### src/rtl/delimited_field_splitter_assert.svh
// Assertion macros shared by the splitter RTL.
`ifndef DELIMITED_FIELD_SPLITTER_ASSERT_SVH
`define DELIMITED_FIELD_SPLITTER_ASSERT_SVH

// The consequent must hold in the same cycle as the antecedent.
`define DFS_ASSERT_SAME(label, clk, rst, ante, cons) \
   label: assert property (@(posedge clk) disable iff (rst) (ante) |-> (cons)) \
      else $error("splitter assertion failed");

// The consequent must hold in the cycle after the antecedent.
`define DFS_ASSERT_NEXT(label, clk, rst, ante, cons) \
   label: assert property (@(posedge clk) disable iff (rst) (ante) |=> (cons)) \
      else $error("splitter assertion failed");

`endif

### src/rtl/dfs_pkg.sv
`timescale 1ns / 1ps

package dfs_pkg;

   localparam int DEFAULT_MAX_LEN    = 4096;
   localparam int DEFAULT_MAX_FIELDS = 256;
   localparam int DEFAULT_MAX_DELIM  = 8;

   localparam int CSR_INDEX_W = 2;
   localparam int CSR_DATA_W  = 64;
   localparam int RSP_DEPTH   = 4;

   typedef enum logic [CSR_INDEX_W-1:0] {
      CSR_DELIMITER_BYTES  = 2'd0,
      CSR_DELIMITER_LENGTH = 2'd1,
      CSR_SKIP_EMPTY       = 2'd2,
      CSR_UNUSED           = 2'd3
   } csr_index_type;

   localparam logic [63:0] RESET_DELIMITER_BYTES  = 64'd44;
   localparam logic [3:0]  RESET_DELIMITER_LENGTH = 4'd1;

   typedef struct packed {
      logic        field_present;
      logic [11:0] field_start;
      logic [12:0] field_length;
      logic [7:0]  field_index;
      logic        record_done;
      logic [8:0]  field_count;
      logic        overflow;
   } result_type;

endpackage

### src/rtl/delimited_field_splitter.sv
`timescale 1ns / 1ps

// Channel   Direction  Handshake            Beat contents
// req_      in         req_valid/req_ready  data byte, end of record flag
// rsp_      out        rsp_valid/rsp_ready  one field or closing result
// csr_      in         csr_write_enable     register index, write data
//
// One byte beat is taken per cycle while the queue has room; its results
// enter a four-entry result queue at the accepting edge and leave one per
// cycle while rsp_ready is high, at the earliest in the cycle after the byte.
// A final byte may give two results; input is taken while the queue has
// room for two, which the queue fill level alone decides.
// Synchronous reset clears record state and queue, loads register defaults.

module delimited_field_splitter #(
   parameter int MAX_LEN    = dfs_pkg::DEFAULT_MAX_LEN,
   parameter int MAX_FIELDS = dfs_pkg::DEFAULT_MAX_FIELDS,
   parameter int MAX_DELIM  = dfs_pkg::DEFAULT_MAX_DELIM
) (
   input  logic                           clock,
   input  logic                           reset,

   input  logic                           req_valid,
   output logic                           req_ready,
   input  logic [7:0]                     req_data_byte,
   input  logic                           req_end_of_record,

   output logic                           rsp_valid,
   input  logic                           rsp_ready,
   output logic                           rsp_field_present,
   output logic [11:0]                    rsp_field_start,
   output logic [12:0]                    rsp_field_length,
   output logic [7:0]                     rsp_field_index,
   output logic                           rsp_record_done,
   output logic [8:0]                     rsp_field_count,
   output logic                           rsp_overflow,

   input  logic                           csr_write_enable,
   input  logic [dfs_pkg::CSR_INDEX_W-1:0] csr_index,
   input  logic [dfs_pkg::CSR_DATA_W-1:0]  csr_write_data
);

   localparam int PW = $clog2(MAX_LEN + 1);
   localparam int FW = $clog2(MAX_FIELDS + 1);
   localparam int WW = 8 * MAX_DELIM;
   localparam int QP = $clog2(dfs_pkg::RSP_DEPTH);
   localparam int QC = $clog2(dfs_pkg::RSP_DEPTH + 1);

   logic [63:0]        delim_ff;
   logic [3:0]         delim_len_ff;
   logic               skip_ff;

   logic [WW-1:0]      win_ff, win_in;
   logic [PW-1:0]      pos_ff, pos_in;
   logic [PW-1:0]      cfs_ff, cfs_in;
   logic [FW-1:0]      fields_ff, fields_in;
   logic               ovf_ff, ovf_in;

   dfs_pkg::result_type q_ff [dfs_pkg::RSP_DEPTH];
   logic [QP-1:0]      wr_ptr_ff, rd_ptr_ff;
   logic [QC-1:0]      cnt_ff;

   logic               accept, pop;
   logic [3:0]         dl;
   logic               in_range, window_hit, hit;
   logic [PW-1:0]      pos_new, cfs_a, len1, len2, start2;
   logic [FW-1:0]      fields_a, fields_b;
   logic               ovf_a, ovf_b;
   logic               take1, emit1, take2, emit2;
   dfs_pkg::result_type res1, res2;
   logic [1:0]         n_push;

   assign accept    = req_valid && req_ready;
   assign pop       = rsp_valid && rsp_ready;
   assign req_ready = (cnt_ff <= QC'(dfs_pkg::RSP_DEPTH - 2));

   always_comb begin
      if (delim_len_ff == 4'd0) begin
         dl = 4'd1;
      end else if (delim_len_ff > 4'(MAX_DELIM)) begin
         dl = 4'(MAX_DELIM);
      end else begin
         dl = delim_len_ff;
      end
   end

   always_comb begin
      logic m;
      in_range = (pos_ff < PW'(MAX_LEN));
      pos_new  = in_range ? pos_ff + PW'(1) : pos_ff;
      win_in   = in_range ? WW'({win_ff, req_data_byte}) : win_ff;

      window_hit = 1'b0;
      for (int n = 1; n <= MAX_DELIM; n++) begin
         m = 1'b1;
         for (int i = 0; i < n; i++) begin
            if (win_in[8*(n-1-i) +: 8] != delim_ff[8*i +: 8]) begin
               m = 1'b0;
            end
         end
         if (4'(n) == dl) begin
            window_hit = m;
         end
      end

      hit  = in_range && window_hit &&
             ((PW+1)'(pos_new) >= (PW+1)'(cfs_ff) + (PW+1)'(dl));
      len1 = pos_new - PW'(dl) - cfs_ff;

      take1    = hit && !((len1 == '0) && skip_ff);
      emit1    = take1 && (fields_ff < FW'(MAX_FIELDS));
      fields_a = fields_ff + FW'(emit1);
      ovf_a    = ovf_ff || !in_range || (take1 && !emit1);
      cfs_a    = hit ? pos_new : cfs_ff;

      len2     = pos_new - cfs_a;
      take2    = !((len2 == '0) && skip_ff);
      emit2    = take2 && (fields_a < FW'(MAX_FIELDS));
      fields_b = fields_a + FW'(emit2);
      ovf_b    = ovf_a || (take2 && !emit2);
      start2   = (cfs_a > PW'(MAX_LEN - 1)) ? PW'(MAX_LEN - 1) : cfs_a;

      res1.field_present = 1'b1;
      res1.field_start   = 12'(cfs_ff);
      res1.field_length  = 13'(len1);
      res1.field_index   = 8'(fields_ff);
      res1.record_done   = 1'b0;
      res1.field_count   = 9'(fields_a);
      res1.overflow      = ovf_a;

      res2.field_present = emit2;
      res2.field_start   = emit2 ? 12'(start2) : 12'd0;
      res2.field_length  = emit2 ? 13'(len2) : 13'd0;
      res2.field_index   = emit2 ? 8'(fields_a) : 8'd0;
      res2.record_done   = 1'b1;
      res2.field_count   = 9'(fields_b);
      res2.overflow      = ovf_b;

      if (req_end_of_record) begin
         win_in    = '0;
         pos_in    = '0;
         cfs_in    = '0;
         fields_in = '0;
         ovf_in    = 1'b0;
      end else begin
         pos_in    = pos_new;
         cfs_in    = cfs_a;
         fields_in = fields_a;
         ovf_in    = ovf_a;
      end

      n_push = accept ? (2'(emit1) + 2'(req_end_of_record)) : 2'd0;
   end

   always_ff @(posedge clock) begin
      if (reset) begin
         delim_ff     <= dfs_pkg::RESET_DELIMITER_BYTES;
         delim_len_ff <= dfs_pkg::RESET_DELIMITER_LENGTH;
         skip_ff      <= 1'b0;
      end else if (csr_write_enable) begin
         case (dfs_pkg::csr_index_type'(csr_index))
            dfs_pkg::CSR_DELIMITER_BYTES:  delim_ff     <= csr_write_data;
            dfs_pkg::CSR_DELIMITER_LENGTH: delim_len_ff <= csr_write_data[3:0];
            dfs_pkg::CSR_SKIP_EMPTY:       skip_ff      <= csr_write_data[0];
            default: begin
            end
         endcase
      end
   end

   always_ff @(posedge clock) begin
      if (reset) begin
         win_ff    <= '0;
         pos_ff    <= '0;
         cfs_ff    <= '0;
         fields_ff <= '0;
         ovf_ff    <= 1'b0;
      end else if (accept) begin
         win_ff    <= win_in;
         pos_ff    <= pos_in;
         cfs_ff    <= cfs_in;
         fields_ff <= fields_in;
         ovf_ff    <= ovf_in;
      end
   end

   always_ff @(posedge clock) begin
      if (accept) begin
         if (emit1) begin
            q_ff[wr_ptr_ff] <= res1;
         end
         if (req_end_of_record) begin
            q_ff[wr_ptr_ff + QP'(emit1)] <= res2;
         end
      end
   end

   always_ff @(posedge clock) begin
      if (reset) begin
         wr_ptr_ff <= '0;
         rd_ptr_ff <= '0;
         cnt_ff    <= '0;
      end else begin
         wr_ptr_ff <= wr_ptr_ff + QP'(n_push);
         rd_ptr_ff <= rd_ptr_ff + QP'(pop);
         cnt_ff    <= cnt_ff + QC'(n_push) - QC'(pop);
      end
   end

   assign rsp_valid         = (cnt_ff != '0);
   assign rsp_field_present = q_ff[rd_ptr_ff].field_present;
   assign rsp_field_start   = q_ff[rd_ptr_ff].field_start;
   assign rsp_field_length  = q_ff[rd_ptr_ff].field_length;
   assign rsp_field_index   = q_ff[rd_ptr_ff].field_index;
   assign rsp_record_done   = q_ff[rd_ptr_ff].record_done;
   assign rsp_field_count   = q_ff[rd_ptr_ff].field_count;
   assign rsp_overflow      = q_ff[rd_ptr_ff].overflow;

`include "delimited_field_splitter_assert.svh"

   `DFS_ASSERT_NEXT(a_close_gives_beat, clock, reset, accept && req_end_of_record, rsp_valid)
   `DFS_ASSERT_SAME(a_pos_in_limit, clock, reset, 1'b1, pos_ff <= PW'(MAX_LEN))
   `DFS_ASSERT_SAME(a_fields_in_limit, clock, reset, 1'b1, fields_ff <= FW'(MAX_FIELDS))
   `DFS_ASSERT_SAME(a_field_start_order, clock, reset, 1'b1, cfs_ff <= pos_ff)
   `DFS_ASSERT_SAME(a_queue_bound, clock, reset, 1'b1, cnt_ff <= QC'(dfs_pkg::RSP_DEPTH))

endmodule

### config.mk
export PLATFORM = sky130hd
export DESIGN_NAME = delimited_field_splitter
export DESIGN_NICKNAME = d
export VERILOG_FILES = /design/src/rtl/dfs_pkg.sv /design/src/rtl/delimited_field_splitter.sv
export VERILOG_INCLUDE_DIRS = /design/src /design/src/rtl
export SDC_FILE = /design/constraint.sdc
export NUM_CORES = 1
export LEC_CHECK = 0
export BUFFER_PORTS_ARGS = -buffer_cell sky130_fd_sc_hd__buf_2
export CAP_MARGIN = 0
export CORE_ASPECT_RATIO = 0.9
export CORE_MARGIN = 8
export CORE_UTILIZATION = 44
export CTS_CLUSTER_DIAMETER = 50
export DETAILED_ROUTE_END_ITERATION = 8
export HOLD_SLACK_MARGIN = 0.15
export PLACE_DENSITY = 0.71
export REMOVE_ABC_BUFFERS = 1
export SETUP_SLACK_MARGIN = 0.02
export SLEW_MARGIN = 20
export SYNTH_ARGS = -nofsm -noshare
export SYNTH_HDL_FRONTEND = slang
export SYNTH_SLANG_ARGS = --single-unit
### constraint.sdc
create_clock -name clock -period 21.3 [get_ports clock]
set_clock_uncertainty 0.2 [all_clocks]
set_input_delay 2.13 -clock clock [delete_from_list [all_inputs] [get_ports clock]]
set_output_delay 2.13 -clock clock [all_outputs]
set_load 0.005 [all_outputs]
; Word level (Yosys, flattened, before mapping)
; Memory sizes are Yosys's and may differ from the RTL's. A register that Yosys moved wholly into a read port is not among the register bits.
; Index checks and enable logic that the tools add are counted.
[word_totals]
ff_bits = 176
ramBits = 180
in_bits = 80
out_inout_bits = 47
elab_cells = 171
n_memories = 1
[classes]
n_addsub = 13
magnitude_cmp = 7
eq_ne = 46
mux = 66
reduce_logical = 27
[memory_table]
columns = memory, words, width, rd, rd_clocked_by_memory_dff, write_ports, line
row1 = q_ff, 4, 45, 1, 1, 2, delimited_field_splitter.sv:59  ; dfs_pkg::result_type q_ff [dfs_pkg::RSP_DEPTH];
[op_table]
columns = cell, count
row1 = $ne A8 B8 Y1, 36
row2 = $mux W64, 2
row3 = $mux W13, 5
row4 = $mux W1, 51
row5 = $logic_not A13 Y1, 2
row6 = $sub A13 B13 Y13, 2
row7 = $mux W12, 2
row8 = $add A9 B1 Y9, 2
row9 = $lt A9 B9 Y1 const B, 2
row10 = $eq A3 B4 Y1 const A, 4
row11 = $add A13 B4 Y14, 1
row12 = $ge A13 B14 Y1, 1
row13 = $add A13 B1 Y13 const B, 1
row14 = $gt A13 B12 Y1 const B, 1
row15 = $lt A13 B13 Y1 const B, 1
row16 = $sub A13 B4 Y13, 1
row17 = $logic_and A1 B1 Y1, 11
row18 = $mux W9, 1
row19 = $eq A2 B4 Y1 const A, 2
row20 = $mux W4, 2
row21 = $mux W8, 1
row22 = $reduce_and A2 Y1, 3
row23 = $logic_not A1 Y1, 5
row24 = $add A2 B1 Y2, 2
row25 = other kinds (15), 18

; Depth between registers and ports, before layout
; Gate-level depths: netlist of run 1.
[logic_depth]
depth_word = 23
mapped_depth = 45
depth_no_buf = 40

; Least setup slack after synthesis of run 1
; OpenSTA, ideal clock, no wires.
[synth_path]
path_type = input to register
start = in req_data_byte[0]
end = mem q_ff[2][8] (netlist bit), data pin
setup_ns = 0.274
arrival_ns = 8.546
required_time_ns = 20.826
setup_slack_ns = 12.280
stages = 31
n_path_buf = 4
path_cell_list = mux2i_2 -> xor2_1 -> nand4_1 -> nor4_1 -> a41oi_1 -> nor4_2 -> o211ai_2 -> o21ai_0 -> inv_1 -> ha_1 -> nor2b_1 -> o21ai_0 -> a21boi_0 -> o21ai_0 -> a21boi_0 -> o21ai_0 -> a21boi_0 -> mux2_2 -> o41a_1 -> xnor2_2 -> a41oi_1 -> buf_4 -> buf_2 -> ha_1 -> buf_1 -> nand3_1 -> or3_1 -> clkbuf_1 -> nor3_1 -> xor2_1 -> o22ai_1
[synth_rtl]
columns = element, line
row1 = "start, declared", delimited_field_splitter.sv:25  ; input logic [7:0] req_data_byte,
row2 = "end, declared", delimited_field_splitter.sv:59

==> metrics.txt, run 1 <==
status=finished clean; fin crit share=46.8%; IO Port Bufs=126; DRT Wirelength=75100 µm; Rows=78; Die X=254 µm; DP Wirelength=54000 µm; H-tree levels=2; # resized after CTS=0; Max-Cap Viols=0; Max rail drop VDD=0.0000549 V; Root Buffer=clkbuf_16; worst-skew pair later-pin latency=600 ps; Slew @ Worst Pin=1110 ps; final design utilization=49.1%; number of global-route vias before repair=18300; initial antenna violation count=0; setup TNS=0 ps; clk sinks=356; final hold violation count=0; n_diodes=0; post-synthesis sequential element count=356; cell family with most CP delay=compound AO/OA/AOI/OAI gates; # DRC=0; Slew headroom=24.1%; Mapped Cells=2367; Vias=18400; Mean Syn Cell Area=9.48 µm²; GPL Wtd Cong=0.998; Area Overhead vs Synth=10.3%; met3 WL=5180 µm; Inserted Clock Buffers=41; CP peak stage delay=910 ps; All-Layer GR Usage=25.2%; Die Ht=230 µm; initial core utilization=44.5%; warnings from Yosys=0; initial DRC count=1643; Slew Limit Fails=0; met2 WL post-DR=36500 µm; P per Cell Area=77.3 mW/mm²; RSZ-0062 raised after global routing=no; layout cells sized above 1=13.4%; Final #Nets=2517; setup bufs post-CTS=0; CTS max path bufs=3; CP startpoint kind=flip-flop; CP dominant cell by count=o21ai_0; fin crit period=9960 ps; main flop type after synthesis=dfxtp_1; Worst Setup End Kind=flip-flop; drt pass-1 iters=6; CTS tree=done; die area=0.0585 mm²; M1 WL=30200 µm; CP arrival=10060 ps; CP Class=flip-flop to flip-flop; crit path max fanout=45; leakage=8.62 nW; vias per cell=6.00; Synth Cell Area=0.0224 mm²; antenna viol nets, final=0; most frequent cells in the layout=nand2_1, xnor2_1, dfxtp_1; most common cell after layout, fill and taps aside=nand2_1; largest net degree at the start of global routing=96; post-DR wirelength/cell=24.4 µm; Post-synth EDFFs=176; setup violators final=0; CP max-delay cell=a2111oi_0; total core area=0.0504 mm²; DR top layer=met4; # IOs=127; f_max=100 MHz; grt total ovfl=0; clock-pin slew on the worst setup and hold paths=60 ps; # hold bufs at CTS=0; Post-synth ARST share=0%; Critical Path RT=21400 ps; Yosys cell types=74; WP buf/inv=2; first-pass GRT wire length=114000 µm; Seq/Total Area, Yosys=39.6%; HP Class=flip-flop to flip-flop
## routing by layer
layer  global-route usage [%]  up-vias
li1                         -     8452
met1                     31.7     8957
met2                     42.7      845
met3                     3.65      189
met4                     10.4        0
met5                        0        -
## worst register-to-register path, delay by kind of cell (launching register included)
| kind | cells | cell delay, ps |
|---|---|---|
| adders and majority gates | 2 | 790 |
| xor gates and xnor gates | 3 | 730 |
| muxes | 2 | 930 |
| AOI/OAI and AO/OA | 13 | 3890 |
| and+or+nand+nor | 5 | 1480 |
| DFF | 1 | 630 |
| buffers and inverters | 2 | 1000 |
## flip-flops by register name, summed over array words and instances, names as in the netlist
name / flops
q_ff: 180
fields_ff: 9
wr_ptr_ff: 2
pos_ff: 13
rd_ptr_ff: 2
ovf_ff: 1
cfs_ff: 13
win_ff: 64
skip_ff: 1
delim_len_ff: 4
delim_ff: 64
cnt_ff: 3
## stage by stage
step | power, W | cells | instance area, µm² | setup WS (ps) | hold WS [ps]
2_1_floorplan | 0.00105 | 2162 | 21600 | 8330 | 218
3_3_place_gp | 0.00121 | 3004 | 23400 | 11190 | 230
3_5_place_dp | 0.00122 | 3004 | 23400 | 10860 | 233
4_1_cts | 0.00193 | 3076 | 24700 | 11470 | 243
5_1_grt | 0.00199 | 3076 | 24700 | 10740 | 260
6_report | 0.00191 | 3076 | 24700 | 11340 | 239
## final cells by class
class	count	area [µm²]
well taps	680	851
clock buffers	51	1080
inverters	78	293
repair buffers	162	907
multi-input cells	1728	12400
fillers	4677	25600
flip-flops and latches	356	8900
clock inverters	21	268
## logic make-up (layout without fill, tap and decap cells)
family,count (synthesis),count (layout),share of synthesized area [%]
multiplexers,136,136,9.16
buffers and inverters,283,312,5.11
adder cells (fa/ha/maj),70,70,4.14
AO/OA/AOI/OAI,490,490,13.9
XOR/XNOR,365,365,14.3
AND/OR/NAND/NOR,667,667,13.7
flip-flops,356,356,39.6
## cell usage after synthesis, types with 7 or more instances
master / count / area [µm²]
nand2_1: 255 / 957
ha_1: 63 / 788
nor2b_1: 10 / 62.6
xnor2_1: 242 / 2120
a31oi_1: 13 / 81.3
xor2_1: 122 / 1070
a21oi_1: 150 / 751
nor4_1: 45 / 282
a32oi_1: 8 / 70.1
nand3b_1: 8 / 60.1
nor3_1: 52 / 260
mux2i_2: 17 / 234
o21ai_0: 81 / 405
dfxtp_1: 180 / 3600
nand2b_1: 14 / 87.6
inv_1: 76 / 285
buf_6: 7 / 78.8
buf_2: 16 / 80.1
a22o_1: 42 / 368
clkbuf_1: 143 / 537
o22ai_1: 67 / 419
mux2i_1: 66 / 661
a21o_1: 13 / 97.6
mux4_2: 45 / 1010
edfxtp_1: 176 / 5290
o31ai_1: 7 / 52.6
or4_1: 7 / 52.6
fa_1: 7 / 140
nand4_1: 41 / 257
buf_1: 36 / 135
nand3_1: 37 / 185
and3_1: 7 / 43.8
a22oi_1: 48 / 360
nor2_1: 161 / 604
o2bb2ai_1: 11 / 96.3
## where the power goes
part,internal [W],total [W],switching (W)
registers,0.000749,0.000785,0.0000366
logic,0.000171,0.000417,0.000246
clock network,0.000414,0.000712,0.000298
## path summary, 6_finish.rpt
path	start	end	slack [ps]	depth (start not counted)
worst max-delay path	pos_ff[12]	q_ff[0][8]	11340	27
worst min-delay path	q_ff[2][10]	q_ff[2][10]	240	2
worst max register to register	pos_ff[12]	q_ff[0][8]	11340	27
worst min register to register	q_ff[2][10]	q_ff[2][10]	240	2
Note: power is estimated with default switching activity, not from simulation.
==> run 2: changes to the inputs <==
--- a/config.mk
+++ b/config.mk
@@ -6,6 +6,7 @@
 export SDC_FILE = /design/constraint.sdc
 export NUM_CORES = 1
 export LEC_CHECK = 0
+export ABC_AREA = 1
 export BUFFER_PORTS_ARGS = -buffer_cell sky130_fd_sc_hd__buf_2
 export CAP_MARGIN = 0
 export CORE_ASPECT_RATIO = 0.9
@@ -14,7 +15,7 @@
 export CTS_CLUSTER_DIAMETER = 50
 export DETAILED_ROUTE_END_ITERATION = 8
 export HOLD_SLACK_MARGIN = 0.15
-export PLACE_DENSITY = 0.71
+export PLACE_DENSITY = 0.73
 export REMOVE_ABC_BUFFERS = 1
 export SETUP_SLACK_MARGIN = 0.02
 export SLEW_MARGIN = 20
==> constraint.sdc (replaced) <==
create_clock -name clock -period 8.8 [get_ports clock]
set_clock_uncertainty 0.2 [all_clocks]
set_input_delay 0.88 -clock clock [delete_from_list [all_inputs] [get_ports clock]]
set_output_delay 0.88 -clock clock [all_outputs]
set_load 0.005 [all_outputs]
==> run 2 against run 1 <==
Synthesized area rose by 6.7%. Sequential power rose by 150%. Critical path depth rose by 19. Final area rose by 6.9%. Critical endpoint is now q_ff[1][8]. Maximum frequency rose by 24%. First-iteration DRC count rose by 100%. Core utilization fell by 0.15 points. Clock-buffer cell count did not move.
==> metrics.txt, run 2 <==
R2R depth=46; HP Class=flip-flop to flip-flop; number of global-route vias before repair=22800; Die X=262 µm; Area Overhead vs Synth=10.6%; CP endpoint=q_ff[1][8]; P per Cell Area=210 mW/mm²; fin crit share=91.6%; Yosys cell types=48; Slew Limit Fails=0; clock-pin slew on the worst setup and hold paths=60 ps; met3 WL=9070 µm; IO Port Bufs=126; non-filler instance count after layout=4307; Rows=81; n_diodes=0; placed cell count=4221; Max rail drop VDD=0.000127 V; layout cells sized above 1=8.44%; Mean Syn Cell Area=6.76 µm²; vias per cell=5.80; GPL Wtd Cong=1.10; Reg-to-Reg End=q_ff[1][8]; post-synthesis sequential element count=356; clk sinks=356; setup violators final=0; share of the synthesized area in the top cell type=22.1%; Post-synth top cells=nand2_1, nor2_1, inv_1, o21ai_0, dfxtp_1; Die Ht=237 µm; Mapped Cells=3543; antenna viol nets, final=0; largest registers=q_ff: 180 flops, delim_ff: 64 flops, win_ff: 64 flops; status=finished clean; initial antenna violation count=1; fill count=5430; All-Layer GR Usage=27.7%; final hold violation count=0; Inserted Clock Buffers=44; CP max-delay cell=or4_1; CTS max path bufs=3; CP Launch Point=delim_len_ff[3]; largest net degree at the start of global routing=111; initial core utilization=44.3%; r2r setup slk=740 ps; most frequent cells in the layout=nand2_1, nor2_1, inv_1; DRT Wirelength=89000 µm; # DRC=0; synth top area cells=edfxtp_1, nand2_1, dfxtp_1; top-count cell post-synth=nand2_1; Vias=25000; Root Buffer=clkbuf_16; Slew headroom=28.7%; warnings from Yosys=0; Post-synth EDFFs=176; Synth Cell Area=0.0239 mm²; RSZ-0062 raised after global routing=no; # IOs=127; M1 WL=36700 µm; Max-Cap Viols=0; R2R Path Start=delim_len_ff[3]; largest reg by FF count=q_ff; DR top layer=met5; CP dominant cell by count=nand2_1; fin crit period=8060 ps; leakage=11.6 nW; CP arrival=8200 ps; CTS tree=done; initial DRC count=3282; Slew @ Worst Pin=1070 ps; main flop type after synthesis=dfxtp_1; Worst Setup End Kind=flip-flop; H-tree levels=2; CP startpoint kind=flip-flop; Critical Path RT=8940 ps; grt total ovfl=0; Final #Nets=3716; crit path max fanout=20; max FFs per register=180; CP Class=flip-flop to flip-flop; total core area=0.0540 mm²; DP Wirelength=61600 µm; Tot Pwr=0.00557 W; worst-skew pair later-pin latency=620 ps; Post-synth ARST share=0%; met2 WL post-DR=38800 µm; drt pass-1 iters=6; cell taking the most area after synthesis=edfxtp_1; Seq/Total Area, Yosys=37.1%; post-DR wirelength/cell=20.7 µm; most common cell after layout, fill and taps aside=nand2_1; setup TNS=0 ps; f_max=124 MHz; die area=0.0621 mm²; first-pass GRT wire length=135000 µm; CP peak stage delay=550 ps
==> run 2: cell count changes after synthesis, sizes merged, moves of 45 or more <==
cell,change
inv,+206
mux2i,-88
mux4,-45
nand2,+1028
nand3,+82
nand4,+129
nor2,+209
o21ai,+170
xnor2,-232
==> run 2: kinds of logic after synthesis <==
logic type	after synthesis	synth area share (%)
xor gates and xnor gates	89	3.29
AOI/OAI and AO/OA	563	13.2
adders and majority gates	70	3.88
buffers and inverters	479	8.21
and+or+nand+nor	1986	34.3
DFF	356	37.1
==> run 2: cell type report <==
type | instances | area, µm² | share of cell area [%]
multi-input cells | 2710 | 13200 | 49.9
flip-flops and latches | 356 | 8890 | 33.6
clock buffers | 51 | 1130 | 4.26
inverters | 290 | 1090 | 4.12
repair buffers | 164 | 943 | 3.56
well taps | 705 | 882 | 3.33
clock inverters | 31 | 330 | 1.25
==> run 2: per-stage QoR <==
stage / utilization [%] / worst slack [ps] / area (µm²) / hold WS [ps]
4_1_cts: 48.9 / 220 / 26400 / 262
2_1_floorplan: - / -5430 / 23100 / 219
6_report: 49.0 / 737 / 26500 / 262
3_3_place_gp: 46.2 / 439 / 24900 / 237
5_1_grt: 49.0 / 4.86 / 26500 / 278
3_5_place_dp: 46.2 / 284 / 24900 / 250
==> run 2: metal layers <==
| layer | vias to the layer above | GRT usage, % |
|---|---|---|
| met5 | - | 0 |
| met4 | 2 | 12.8 |
| met3 | 279 | 5.00 |
| met2 | 1457 | 42.6 |
| met1 | 11500 | 37.5 |
| li1 | 11800 | - |
==> run 2: worst max-delay path: cells and delay by family, from the launching register on <==
family | cells | cell delay [ps]
xor gates and xnor gates | 3 | 540
adders and majority gates | 6 | 1780
buffers and inverters | 6 | 710
AOI/OAI and AO/OA | 5 | 710
DFF | 1 | 380
and+or+nand+nor | 26 | 3470
==> run 2: worst min path at each step <==
stage,startpoint,endpoint,slack (ps),cells past startpoint
6_report,q_ff[0][10],q_ff[0][10],260,2
5_1_grt,q_ff[0][10],q_ff[0][10],280,2
4_1_cts,q_ff[0][10],q_ff[0][10],260,2
3_5_place_dp,q_ff[0][10],q_ff[0][10],250,2
3_3_place_gp,q_ff[0][10],q_ff[0][10],240,2
2_1_floorplan,q_ff[0][10],q_ff[0][10],220,2
==> run 2: timing repair <==
| item | 4_1_cts | 5_1_grt |
|---|---|---|
| resized for setup | 0 | 11 |
| hold buffers | 0 | 0 |
| setup endpoints to repair | 0 | 39 |
| buffers inserted | 0 | 2 |
==> run 2: report_power, final <==
group	internal [W]	switching (W)	total, W
Sequential	0.00188	0.0000755	0.00195
Clock	0.00103	0.000798	0.00183
Combinational	0.000522	0.00126	0.00179
